==> config.mk <==
export PLATFORM = sky130hd
export DESIGN_NAME = iougba_ctrl
export DESIGN_NICKNAME = d
export VERILOG_FILES = /design/src/rtl/core/iougba_pkg.sv /design/src/rtl/core/iougba_ctrl.sv
export SDC_FILE = /design/constraint.sdc
export NUM_CORES = 1
export LEC_CHECK = 0
export ABC_AREA = 0
export BUFFER_PORTS_ARGS = -buffer_cell sky130_fd_sc_hd__buf_2
export CAP_MARGIN = 5
export CORE_MARGIN = 2
export CORE_UTILIZATION = 57
export DETAILED_ROUTE_END_ITERATION = 12
export GPL_ROUTABILITY_DRIVEN = 0
export PLACE_DENSITY = 0.86
export RECOVER_POWER = 50
export SYNTH_ARGS = -nofsm -noshare
export SYNTH_HDL_FRONTEND = slang
export SYNTH_SLANG_ARGS = --single-unit
==> constraint.sdc <==
create_clock -name clk -period 4.55 [get_ports clk]
set_input_delay 0.91 -clock clk [delete_from_list [all_inputs] [get_ports clk]]
set_output_delay 0.91 -clock clk [all_outputs]
set_load 0.1 [all_outputs]
==> src/rtl/core/iougba_pkg.sv <==
// Shared types and constants for the IoU greedy box association block.
// Used by the controller, the datapath, the overlap unit, the top level and the checker.
// No dependencies.
package iougba_pkg;

	localparam int DEF_MAX_DETECTIONS = 16;
	localparam int DEF_MAX_TRACKERS   = 16;
	localparam int RESULT_LIMIT       = 32;
	localparam int LIMIT_W            = $clog2(RESULT_LIMIT + 1);

	localparam logic [16:0] THRESH_RESET = 17'd19661;
	localparam logic [16:0] Q16_ONE      = 17'h10000;

	typedef enum logic [1:0] {
		ACT_DET = 2'd0,
		ACT_TRK = 2'd1,
		ACT_RUN = 2'd2,
		ACT_NOP = 2'd3
	} action_t;

	typedef enum logic [1:0] {
		KIND_MATCH = 2'd0,
		KIND_UNDET = 2'd1,
		KIND_UNTRK = 2'd2,
		KIND_NONE  = 2'd3
	} kind_t;

	// commands from the controller to the datapath
	typedef struct packed {
		logic  load_det;
		logic  load_trk;
		logic  run_start;
		logic  box_rd;
		logic  iou_start;
		logic  tab_wr;
		logic  tab_rd;
		logic  best_clr;
		logic  take;
		logic  push;
		kind_t push_kind;
		logic  flush;
	} dp_cmd_t;

	// status from the datapath to the controller
	typedef struct packed {
		logic iou_done;
		logic emit_ready;
		logic out_free;
		logic best_found;
		logic det_taken;
		logic trk_taken;
	} dp_stat_t;

	function automatic int idx_w(input int n);
		return (n > 1) ? $clog2(n) : 1;
	endfunction

endpackage

==> src/rtl/core/iougba_ctrl.sv <==
// Controller state machine: sequences loads, table fill, greedy picks and result emission.
// Depends on iougba_pkg.
module iougba_ctrl #(
	parameter int MAX_DETECTIONS = iougba_pkg::DEF_MAX_DETECTIONS,
	parameter int MAX_TRACKERS   = iougba_pkg::DEF_MAX_TRACKERS,
	localparam int DIW = iougba_pkg::idx_w(MAX_DETECTIONS),
	localparam int TIW = iougba_pkg::idx_w(MAX_TRACKERS),
	localparam int DCW = $clog2(MAX_DETECTIONS + 1),
	localparam int TCW = $clog2(MAX_TRACKERS + 1)
) (
	input  logic                 clk,
	input  logic                 arst_n,
	input  logic                 s_tvalid,
	input  logic [1:0]           action,
	output logic                 s_tready,
	input  logic [DCW-1:0]       det_count,
	input  logic [TCW-1:0]       trk_count,
	input  iougba_pkg::dp_stat_t stat,
	output iougba_pkg::dp_cmd_t  cmd,
	output logic [DIW-1:0]       det_ptr,
	output logic [TIW-1:0]       trk_ptr
);
	import iougba_pkg::*;

	typedef enum logic [3:0] {
		ST_IDLE,
		ST_EMPTY,
		ST_BOX_RD,
		ST_IOU_GO,
		ST_IOU_WAIT,
		ST_SCAN_INIT,
		ST_SCAN,
		ST_SCAN_END,
		ST_DECIDE,
		ST_UNDET,
		ST_UNTRK,
		ST_FLUSH
	} state_t;

	state_t         state_q;
	logic [DCW-1:0] i_q;
	logic [TCW-1:0] j_q;
	logic           accept;
	logic           last_j, last_i, i_end, j_end;

	assign accept   = s_tvalid && s_tready;
	assign s_tready = (state_q == ST_IDLE);
	assign det_ptr  = i_q[DIW-1:0];
	assign trk_ptr  = j_q[TIW-1:0];
	assign last_j   = (j_q == TCW'(trk_count - 1'b1));
	assign last_i   = (i_q == DCW'(det_count - 1'b1));
	assign i_end    = (i_q == det_count);
	assign j_end    = (j_q == trk_count);

	// decode commands
	always_comb begin
		cmd = '0;
		cmd.push_kind = KIND_MATCH;
		case (state_q)
			ST_IDLE: begin
				if (accept) begin
					case (action)
						ACT_DET: cmd.load_det  = 1'b1;
						ACT_TRK: cmd.load_trk  = 1'b1;
						ACT_RUN: cmd.run_start = 1'b1;
						default: ;
					endcase
				end
			end
			ST_EMPTY: begin
				cmd.push      = stat.emit_ready;
				cmd.push_kind = KIND_NONE;
			end
			ST_BOX_RD:    cmd.box_rd    = 1'b1;
			ST_IOU_GO:    cmd.iou_start = 1'b1;
			ST_IOU_WAIT:  cmd.tab_wr    = stat.iou_done;
			ST_SCAN_INIT: cmd.best_clr  = 1'b1;
			ST_SCAN:      cmd.tab_rd    = 1'b1;
			ST_DECIDE: begin
				cmd.take = stat.best_found && stat.emit_ready;
				cmd.push = stat.best_found && stat.emit_ready;
			end
			ST_UNDET: begin
				cmd.push      = !i_end && !stat.det_taken && stat.emit_ready;
				cmd.push_kind = KIND_UNDET;
			end
			ST_UNTRK: begin
				cmd.push      = !j_end && !stat.trk_taken && stat.emit_ready;
				cmd.push_kind = KIND_UNTRK;
			end
			ST_FLUSH: cmd.flush = stat.out_free;
			default: ;
		endcase
	end

	// state and pair counters
	always_ff @(posedge clk or negedge arst_n) begin
		if (!arst_n) begin
			state_q <= ST_IDLE;
			i_q     <= '0;
			j_q     <= '0;
		end else begin
			case (state_q)
				ST_IDLE: begin
					if (accept && action == ACT_RUN) begin
						i_q <= '0;
						j_q <= '0;
						if (det_count == '0 && trk_count == '0)      state_q <= ST_EMPTY;
						else if (det_count == '0 || trk_count == '0) state_q <= ST_UNDET;
						else                                          state_q <= ST_BOX_RD;
					end
				end
				ST_EMPTY: begin
					if (stat.emit_ready) state_q <= ST_FLUSH;
				end
				ST_BOX_RD: state_q <= ST_IOU_GO;
				ST_IOU_GO: state_q <= ST_IOU_WAIT;
				ST_IOU_WAIT: begin
					if (stat.iou_done) begin
						if (last_j) begin
							j_q <= '0;
							if (last_i) begin
								i_q     <= '0;
								state_q <= ST_SCAN_INIT;
							end else begin
								i_q     <= i_q + 1'b1;
								state_q <= ST_BOX_RD;
							end
						end else begin
							j_q     <= j_q + 1'b1;
							state_q <= ST_BOX_RD;
						end
					end
				end
				ST_SCAN_INIT: state_q <= ST_SCAN;
				ST_SCAN: begin
					if (last_j) begin
						j_q <= '0;
						if (last_i) begin
							i_q     <= '0;
							state_q <= ST_SCAN_END;
						end else begin
							i_q <= i_q + 1'b1;
						end
					end else begin
						j_q <= j_q + 1'b1;
					end
				end
				ST_SCAN_END: state_q <= ST_DECIDE;
				ST_DECIDE: begin
					if (stat.best_found) begin
						if (stat.emit_ready) state_q <= ST_SCAN_INIT;
					end else begin
						i_q     <= '0;
						state_q <= ST_UNDET;
					end
				end
				ST_UNDET: begin
					if (i_end) begin
						j_q     <= '0;
						state_q <= ST_UNTRK;
					end else if (stat.det_taken || stat.emit_ready) begin
						i_q <= i_q + 1'b1;
					end
				end
				ST_UNTRK: begin
					if (j_end) begin
						state_q <= ST_FLUSH;
					end else if (stat.trk_taken || stat.emit_ready) begin
						j_q <= j_q + 1'b1;
					end
				end
				ST_FLUSH: begin
					if (stat.out_free) state_q <= ST_IDLE;
				end
				default: state_q <= ST_IDLE;
			endcase
		end
	end

endmodule

==> summary.txt, run 1 <==
Run status
  – Status: finished clean

Clocking
  – Postcts setup bufs: 0
  – Clk pin slew, worst setup/hold paths: 0.08 ns
  – Root Buffer Master: clkbuf_4
  – # resized after CTS: 0
  – Hold-fix buffers, CTS: 0
  – Clk_lat worst skew: 0.27 ns
  – CTS tree: yes
  – Clock Path Buffers: 2
  – CTS Sinks: 14
  – CTS buffer count: 3
  – Clock H-tree levels: 1

Critical path
  – FF-to-FF Start: state_q[2]
  – CP startpoint kind: input pin
  – Worst setup EP type: primary output
  – WP buf/inv: 2
  – Critical path launch point: det_count[3]
  – Most frequent CP cell: buf_2
  – Cells on worst reg2reg path: 6
  – Worst path slowest cell: nor4_1
  – CP max FO: 4
  – Worst-path cell chain: buf_2 > xor2_1 > nor4_1 > and2_1 > o22ai_1 > a21oi_1 > o21bai_2 > buf_2
  – WP depth: 8
  – WS Path Type: in2out
  – Critical Path RT: 3.64 ns
  – Worst path arrival time: 2.47 ns
  – Family with the most delay on the worst path: simple AND/OR/NAND/NOR gates
  – CP peak stage delay: 0.34 ns

Synthesis
  – Count leader, synth: nor2_1
  – Syn Std Cell Area: 0.00157 sq mm
  – Synth cell count leaders: 18 x nor2_1, 16 x nand2_1, 15 x o21ai_0
  – Synth warnings: 0
  – Yosys cell types: 54
  – Synth Register Bits: 14
  – Fraction of registers with async set/reset: 1.00
  – Synth Instances: 199
  – Syn_area_per_cell: 7.88 sq um
  – Synth area leader: dfrtp_1
  – Syn Nets: 226
  – Sequential area share after synthesis: 0.223
  – Most used DFF post-synth: dfrtp_1
  – Top cell type's share of synthesized area: 0.223
  – EDFF count, synth: 0
  – Synth top area cells: dfrtp_1 22%, xor2_1 5.6%, xnor2_1 5.0%

Route
  – Number of vias in the routed layout: 1573
  – Routed vias/inst: 6.05
  – Routed Antenna Nets: 0
  – Initial drt markers: 124
  – Number of remaining DRC errors: 0
  – WL final: 3470 microns
  – Avg WL per Cell: 13.4 microns
  – Pre-antenna DRT Iters: 4

Global routing
  – Vias in the first global route: 1305
  – Largest net degree at the start of global routing: 21
  – Total GRT Usage: 0.230
  – Global-route wire length before repair: 5810 microns
  – Initial antenna violation count: 0
  – Remaining Overflow, GRT: 0

Floorplanning
  – Chip width: 56.4 microns
  – Die footprint: 0.00319 sq mm
  – Core Box Area: 0.00269 sq mm
  – I/O pin total: 43
  – Die Y-Extent: 56.4 microns
  – Initial Util: 0.584
  – Row cnt: 19

Timing
  – Fin. max-slew vios: 0
  – Final setup fails: 0
  – Slew @ Worst Pin: 1.16 ns
  – Final hold vios: 0
  – Final setup TNS: 0 ns
  – Rel. slew slack: 0.228
  – Max Clock Freq: 0.296 GHz
  – Final Cycle Share: 0.743
  – Clk_skew: 0.00689 ns
  – RSZ-0062 raised after global routing: false
  – Crit path time final: 3.38 ns

Power
  – LEAKAGE: 0.787 nW
  – PwrDens: 651 mW/mm^2
  – VDD IR max: 0.000574 V
  – Design Power: 1.15 mW

Placed design
  – Post-DP HPWL: 2760 microns
  – IO buf count: 42

Worst hold path
  – Hold Crit Depth: 2
  – Hold Path Class: reg2reg
  – Min-delay src: j_q[4]

Cells and area
  – Area Overhead vs Synth: 12.8%
  – # diodes: 0
  – Share of cells above drive strength 1: 0.197
  – Final #Nets: 258
  – Fillers: 264

Run
  – Max Cap Violations: 0
[flip-flops by register name, summed over array words and instances, names as in the netlist]
name / cells
j_q: 5
i_q: 5
state_q: 4
[final cells by class]
type	instances	area (sq um)	share of cell area
flip-flops and latches	14	350	0.198
multi-input cells	159	1120	0.633
inverters	11	41.3	0.0234
repair buffers	42	196	0.111
well taps	31	38.8	0.0219
clock buffers	3	22.5	0.0127
[report_power, final]
group	switching, mW	leakage, nW	internal, mW	total (mW)
registers	0.113	0.186	0.158	0.271
logic	0.572	0.587	0.241	0.813
clock network	0.0356	0.0138	0.0307	0.0662
total	0.720	0.787	0.430	1.15
[path summary, 6_finish.rpt]
check	endpoint	slack [ns]
min in group asynchronous	j_q[2]	0.67
max in group asynchronous	state_q[1]	3.40
min	j_q[4]	0.57
max	cmd[3]	1.17
max reg2reg	i_q[3]	1.68
min reg2reg	j_q[4]	0.57
[routing by layer]
| layer | share of wire | vias to the layer above | track usage | wire, microns |
|---|---|---|---|---|
| li1 | - | 773 | - | - |
| met1 | 0.46 | 728 | 0.313 | 1610 |
| met2 | 0.46 | 64 | 0.364 | 1590 |
| met3 | 0.064 | 8 | 0.0415 | 223 |
| met4 | 0.016 | 0 | 0.0816 | 56 |
| met5 | 0 | - | 0 | 0 |
[cells in the final DEF, fill, tap and decap left out, types with 2 or more instances in the layout]
cell and instances:
or4_1 2, nor3b_1 2, o2bb2ai_1 2, o21ai_0 15, o221ai_1 2, a221o_1 2, nand2b_1 9, and2_1 2
inv_1 11, nor2b_1 3, nand3b_1 2, nor3_1 6, nor4_1 2, clkbuf_1 11, buf_2 31, nand2_1 16
dfrtp_1 14, xnor2_1 9, nor2_1 18, ha_1 6, a21oi_1 6, xor2_1 10, clkbuf_4 3, mux2_2 3
nand3_1 8, o31ai_1 4
[kinds of logic (layout without fill, tap and decap cells)]
logic type      after synthesis  in the layout  share of synthesized area
fa+ha+maj                     6              6                     0.0479
buf+inv                      26             56                     0.0822
simple gates                 81             81                      0.275
flops                        14             14                      0.223
mux                           4              4                     0.0279
xor+xnor                     20             20                      0.121
compound gates               48             48                      0.223
[stage by stage]
stage	hold slack [ns]	worst slack [ns]	instances	utilization	area, sq um
2_1_floorplan	0.507	0.00690	199	-	1600
3_3_place_gp	0.544	1.17	257	0.655	1760
3_5_place_dp	0.556	1.19	257	0.655	1760
4_1_cts	0.523	1.18	260	0.663	1780
5_1_grt	0.609	1.04	260	0.658	1770
6_report	0.573	1.17	260	0.658	1770
[tightest hold or removal path: cells and delay by family (launching register included)]
kind / cells / cell delay [ns]
DFF: 1 / 0.40
AOI/OAI and AO/OA: 1 / 0.08
and+or+nand+nor: 1 / 0.06
Power figures use the tool's default switching activity.
==> run 2, diff against run 1 <==
Settings changed: CORE_UTILIZATION 57 to 53, PLACE_DENSITY 0.86 to 0.81.
Clock period 4.55 ns to 3.4 ns, I/O delays scaled along.
==> summary.txt, run 2 (same netlist as run 1, synthesis figures left out) <==
Run status
  – Status: finished clean

Timing
  – Final hold vios: 0 (unchanged)
  – Rel. slew slack: 0.229 (+0.000511)
  – Fin. max-slew vios: 0 (unchanged)
  – Hold Slack: 0.440 ns (-0.134 ns)
  – RSZ-0062 raised after global routing: false
  – Final setup TNS: 0 ns (unchanged)
  – Clk_skew: 0.000615 ns (-0.00627 ns)
  – Max Clock Freq: 0.329 GHz
  – Final setup fails: 0 (unchanged)
  – Final Cycle Share: 0.893
  – Crit path time final: 3.04 ns
  – Slew @ Worst Pin: 1.16 ns (-0.000771 ns)

Cells and area
  – Final #Nets: 263 (+1.9%)
  – Area Overhead vs Synth: 18.4%
  – Largest registers: i_q: 5 flops, j_q: 5 flops, state_q: 4 flops
  – # diodes: 0 (unchanged)
  – Fillers: 252 (-4.5%)
  – Most frequent cells in the layout: 32 x buf_2, 17 x nor2_1, 16 x nand2_1
  – Share of cells above drive strength 1: 0.234 (+0.0375)
  – Commonest non-fill, non-tap cell in the layout: buf_2

Clocking
  – CTS tree: yes
  – Clk_lat worst skew: 0.27 ns (about the same)
  – # resized after CTS: 0 (unchanged)
  – Clock Path Buffers: 2 (unchanged)
  – Clock H-tree levels: 1 (unchanged)
  – Postcts setup bufs: 0 (unchanged)
  – CTS buffer count: 3 (unchanged)
  – Clk pin slew, worst setup/hold paths: 0.08 ns (about the same)
  – Root Buffer Master: clkbuf_4
  – Hold-fix buffers, CTS: 0 (unchanged)
  – CTS Sinks: 14 (unchanged)

Placed design
  – IO buf count: 42 (unchanged)
  – Post-DP HPWL: 2920 microns (+5.7%)

Critical path
  – CP max FO: 6 (+2)
  – CP startpoint kind: register
  – Reg2reg end: i_q[3]
  – R2R Setup Slk: 0.70 ns (-0.98 ns)
  – WS Path Type: reg2out
  – Worst setup EP type: primary output
  – Worst path arrival time: 2.36 ns (-0.11 ns)
  – CP endpoint: cmd[3]
  – Cells on worst reg2reg path: 6 (unchanged)
  – FF-to-FF Start: j_q[2]
  – Critical Path RT: 2.72 ns (-0.92 ns)
  – Critical path launch point: i_q[3]

Worst hold path
  – Hold Path Class: in2async

Floorplanning
  – I/O pin total: 43 (unchanged)
  – Die footprint: 0.00341 sq mm (+7.0%)
  – Row cnt: 19 (unchanged)
  – Chip width: 58.4 microns (+3.4%)
  – Initial Util: 0.564 (-0.0200)
  – Die Y-Extent: 58.4 microns (+3.4%)
  – Core Box Area: 0.00278 sq mm (+3.5%)

Power
  – LEAKAGE: 0.837 nW (+6.4%)
  – PwrDens: 879 mW/mm^2 (+35%)
  – VDD IR max: 0.000852 V (+49%)

Global routing
  – Vias in the first global route: 1365 (+4.6%)
  – Remaining Overflow, GRT: 0 (unchanged)
  – Largest net degree at the start of global routing: 16 (-24%)
  – Initial antenna violation count: 0 (unchanged)
  – Global-route wire length before repair: 6220 microns (+7.0%)
  – Total GRT Usage: 0.228 (-0.00206)

Route
  – Number of vias in the routed layout: 1567 (-0.38%)
  – Routed Antenna Nets: 0 (unchanged)
  – Routed vias/inst: 5.89 (-2.6%)
  – Avg WL per Cell: 13.4 microns (+0.73%)
  – Number of remaining DRC errors: 0 (unchanged)
  – Initial drt markers: 130 (+4.8%)
  – WL final: 3580 microns (+3.1%)
  – Pre-antenna DRT Iters: 4 (unchanged)

Run
  – Max Cap Violations: 0 (unchanged)
run 2: critical path, stage by stage (launching register included):
cell      delay [ns]
dfrtp_1         0.47
xor2_1          0.21
nor4_1          0.36
and2_1          0.28
o22ai_1         0.11
a21oi_1         0.27
o21bai_4        0.09
buf_2           0.29
run 2: area by class of cell:
class | instances | area (sq um) | area share
Multi-Input combinational cell | 159 | 1160 | 0.624
Sequential cell | 14 | 350 | 0.189
Timing Repair Buffer | 47 | 231 | 0.125
Inverter | 11 | 41.3 | 0.0222
Tap cell | 31 | 38.8 | 0.0209
Clock buffer | 4 | 36.3 | 0.0195
run 2: worst min path at each step:
| stage | from | slack [ns] | cells past startpoint | to |
|---|---|---|---|---|
| 2_1_floorplan | arst_n | 0.38 | 0 | i_q[0] |
| 3_3_place_gp | j_q[3] | 0.53 | 1 | j_q[3] |
| 3_5_place_dp | j_q[3] | 0.53 | 1 | j_q[3] |
| 4_1_cts | arst_n | 0.29 | 1 | i_q[2] |
| 5_1_grt | arst_n | 0.48 | 1 | i_q[0] |
| 6_report | arst_n | 0.44 | 1 | j_q[0] |
run 2: power breakdown:
| group | internal (mW) | switching (mW) | leakage (nW) |
|---|---|---|---|
| clock network | 0.0649 | 0.0497 | 0.0210 |
| registers | 0.213 | 0.116 | 0.186 |
| logic | 0.361 | 0.828 | 0.630 |
run 2: routing by layer:
metal / GRT usage / wire length, microns / vias to the layer above
li1: - / - / 789
met2: 0.372 / 1680 / 56
met5: 0 / 0 / -
met4: 0.0498 / 32 / 0
met3: 0.0132 / 189 / 4
met1: 0.332 / 1680 / 718
run 2: per-stage QoR:
step	cells	worst slack, ns	instance area [sq um]	util	total power, mW
2_1_floorplan	199	-0.202	1640	-	1.33
3_3_place_gp	262	0.233	1840	0.660	1.52
3_5_place_dp	262	0.214	1840	0.660	1.53
4_1_cts	266	0.363	1870	0.673	1.65
5_1_grt	266	0.225	1860	0.668	1.75
6_report	266	0.363	1860	0.668	1.63
==> run 3, diff against run 2 <==
Settings changed: ABC_AREA 0 to 1, CORE_UTILIZATION 53 to 55, PLACE_DENSITY 0.81 to default, PLACE_DENSITY_LB_ADDON from default to 0.1.
==> summary.txt, run 3 <==
Timing
  – Final setup fails: 0 (unchanged)
  – RSZ-0062 raised after global routing: false
  – Slew @ Worst Pin: 1.16 ns (-0.000634 ns)
  – Final Cycle Share: 0.829 (-0.0642)
  – Fin. max-slew vios: 0 (unchanged)
  – Hold Slack: 0.454 ns (+0.0146 ns)
  – Rel. slew slack: 0.229 (+0.000421)
  – Clk_skew: 0.00971 ns (+0.00910 ns)
  – Max Clock Freq: 0.355 GHz (+7.7%)
  – Crit path time final: 2.82 ns (-0.218 ns)
  – Final hold vios: 0 (unchanged)

Critical path
  – WS Path Type: reg2out
  – FF-to-FF Start: state_q[2]
  – Worst setup EP type: primary output
  – Reg2reg end: j_q[3]
  – Cells on worst reg2reg path: 10 (+4)
  – CP startpoint kind: register
  – R2R Setup Slk: 1.67 ns (+0.97 ns)
  – Critical Path RT: 2.72 ns (about the same)
  – Worst path arrival time: 2.14 ns (-0.22 ns)
  – CP max FO: 8 (+2)

Cells and area
  – Final #Nets: 406 (+54%)
  – Share of cells above drive strength 1: 0.186 (-0.0484)
  – Area Overhead vs Synth: 11.0%
  – Cell area after layout: 0.00215 sq mm (+16%)
  – # diodes: 0 (unchanged)
  – Largest registers: i_q: 5 flops, j_q: 5 flops, state_q: 4 flops
  – Most frequent cells in the layout: 148 x nand2_1, 41 x inv_1, 32 x buf_2
  – Commonest non-fill, non-tap cell in the layout: nand2_1
  – Fillers: 354 (+40%)

Clocking
  – CTS tree: yes
  – Clock Path Buffers: 2 (unchanged)
  – CTS buffer count: 3 (unchanged)
  – Clk_lat worst skew: 0.28 ns (about the same)
  – CTS Sinks: 14 (unchanged)
  – Hold-fix buffers, CTS: 0 (unchanged)
  – Root Buffer Master: clkbuf_4
  – Postcts setup bufs: 0 (unchanged)
  – Clk pin slew, worst setup/hold paths: 0.08 ns (about the same)
  – # resized after CTS: 0 (unchanged)
  – Clock H-tree levels: 1 (unchanged)

Route
  – WL final: 4310 microns (+21%)
  – Avg WL per Cell: 10.2 microns (-24%)
  – Routed Antenna Nets: 0 (unchanged)
  – Routed vias/inst: 4.89 (-17%)
  – Pre-antenna DRT Iters: 4 (unchanged)
  – Initial drt markers: 104 (-20%)
  – Number of vias in the routed layout: 2068 (+32%)
  – Number of remaining DRC errors: 0 (unchanged)

Global routing
  – Remaining Overflow, GRT: 0 (unchanged)
  – Total GRT Usage: 0.233 (+0.00529)
  – Met3 Track Usage GR: 0.0268 (+0.0136)
  – GRT busiest layer: met2
  – Largest net degree at the start of global routing: 15 (-1)
  – Met1 Use GR: 0.337 (+0.00510)
  – GRT met2 Usage: 0.375 (+0.00261)
  – Initial antenna violation count: 0 (unchanged)
  – Global-route wire length before repair: 7610 microns (+22%)
  – Vias in the first global route: 1790 (+31%)

Synthesis
  – Most used DFF post-synth: dfrtp_1
  – Syn Std Cell Area: 0.00193 sq mm (+23%)
  – Synth Register Bits: 14 (unchanged)
  – Syn Nets: 368 (+63%)
  – Synth area leader: nand2_1
  – Sequential area share after synthesis: 0.181 (-0.0422)
  – Top cell type's share of synthesized area: 0.287 (+0.0639)
  – Fraction of registers with async set/reset: 1.00 (unchanged)
  – Synth Instances: 341 (+71%)
  – Synth top area cells: nand2_1 29%, dfrtp_1 18%, inv_1 8.0%
  – Synth cell count leaders: 148 x nand2_1, 41 x inv_1, 31 x nor2_1
  – EDFF count, synth: 0 (unchanged)
  – Yosys cell types: 32 (-41%)
  – Count leader, synth: nand2_1
  – Synth warnings: 0 (unchanged)
  – Syn_area_per_cell: 5.67 sq um (-28%)

Floorplanning
  – Row cnt: 21 (+2)
  – Chip width: 63.3 microns (+8.4%)
  – Die footprint: 0.00400 sq mm (+17%)
  – I/O pin total: 43 (unchanged)
  – Initial Util: 0.575 (+0.0111)
  – Core Box Area: 0.00336 sq mm (+21%)
  – Die Y-Extent: 63.3 microns (+8.4%)

Power
  – PwrDens: 767 mW/mm^2 (-13%)
  – LEAKAGE: 1.25 nW (+50%)
  – VDD IR max: 0.000744 V (-13%)

Placed design
  – IO buf count: 42 (unchanged)
  – Placed cell areas: 0.00214 sq mm (+16%)
  – Post-DP HPWL: 3640 microns (+25%)

Run
  – Max Cap Violations: 0 (unchanged)

Worst hold path
  – Hold Path Class: in2async

Run status
  – Status: finished clean
run 3: power breakdown:
group / internal [mW] / switching, mW
sequential: 0.207 / 0.0800
clock: 0.0411 / 0.0506
combinational: 0.301 / 0.965
run 3: layer usage:
layer / vias up / share of wire
met1: 880 / 0.50
li1: 1121 / -
met5: - / 0
met2: 63 / 0.43
met4: 0 / 0.0095
met3: 4 / 0.061
run 3: area by class of cell:
| class | instances | area [sq um] | area share |
|---|---|---|---|
| Clock buffer | 3 | 22.5 | 0.0105 |
| Inverter | 49 | 189 | 0.0880 |
| Multi-Input combinational cell | 269 | 1330 | 0.619 |
| Sequential cell | 14 | 350 | 0.163 |
| Tap cell | 46 | 57.6 | 0.0268 |
| Timing Repair Buffer | 42 | 198 | 0.0921 |
run 3: through the flow:
step	utilization	worst slack [ns]	instances	TNS, ns	total power [mW]
3_3_place_gp	0.635	0.764	420	0	1.56
5_1_grt	0.638	0.466	423	0	1.78
2_1_floorplan	-	-0.523	341	-1.58	1.39
4_1_cts	0.642	0.616	423	0	1.65
3_5_place_dp	0.635	0.730	420	0	1.56
6_report	0.638	0.581	423	0	1.64
run 3: kinds of logic after synthesis:
family                     count (synthesis)  synth area share
and+or+nand+nor                          235             0.544
buffers and inverters                     58             0.135
AOI/OAI and AO/OA                         23            0.0790
DFF                                       14             0.181
adders and majority gates                  6            0.0388
xor gates and xnor gates                   5            0.0227
run 3: worst max path at each step:
stage                 start       to  slack, ns  depth (start not counted)
2_1_floorplan    state_q[2]  cmd[10]      -0.52                          6
3_3_place_gp   det_count[2]   cmd[3]       0.76                         10
3_5_place_dp   det_count[2]   cmd[3]       0.73                         10
4_1_cts          state_q[2]   cmd[3]       0.62                          8
5_1_grt          state_q[2]   cmd[3]       0.47                          8
6_report         state_q[2]   cmd[3]       0.58                          8
run 3: critical path, stage by stage, from the launching register on:
cell and delay, ns:
dfrtp_1 0.53, nor2_1 0.29, nand2_1 0.13, nand2_1 0.13, nor2_1 0.07, nor2_1 0.08, o21ai_0 0.08, o21ai_1 0.10
buf_2 0.45
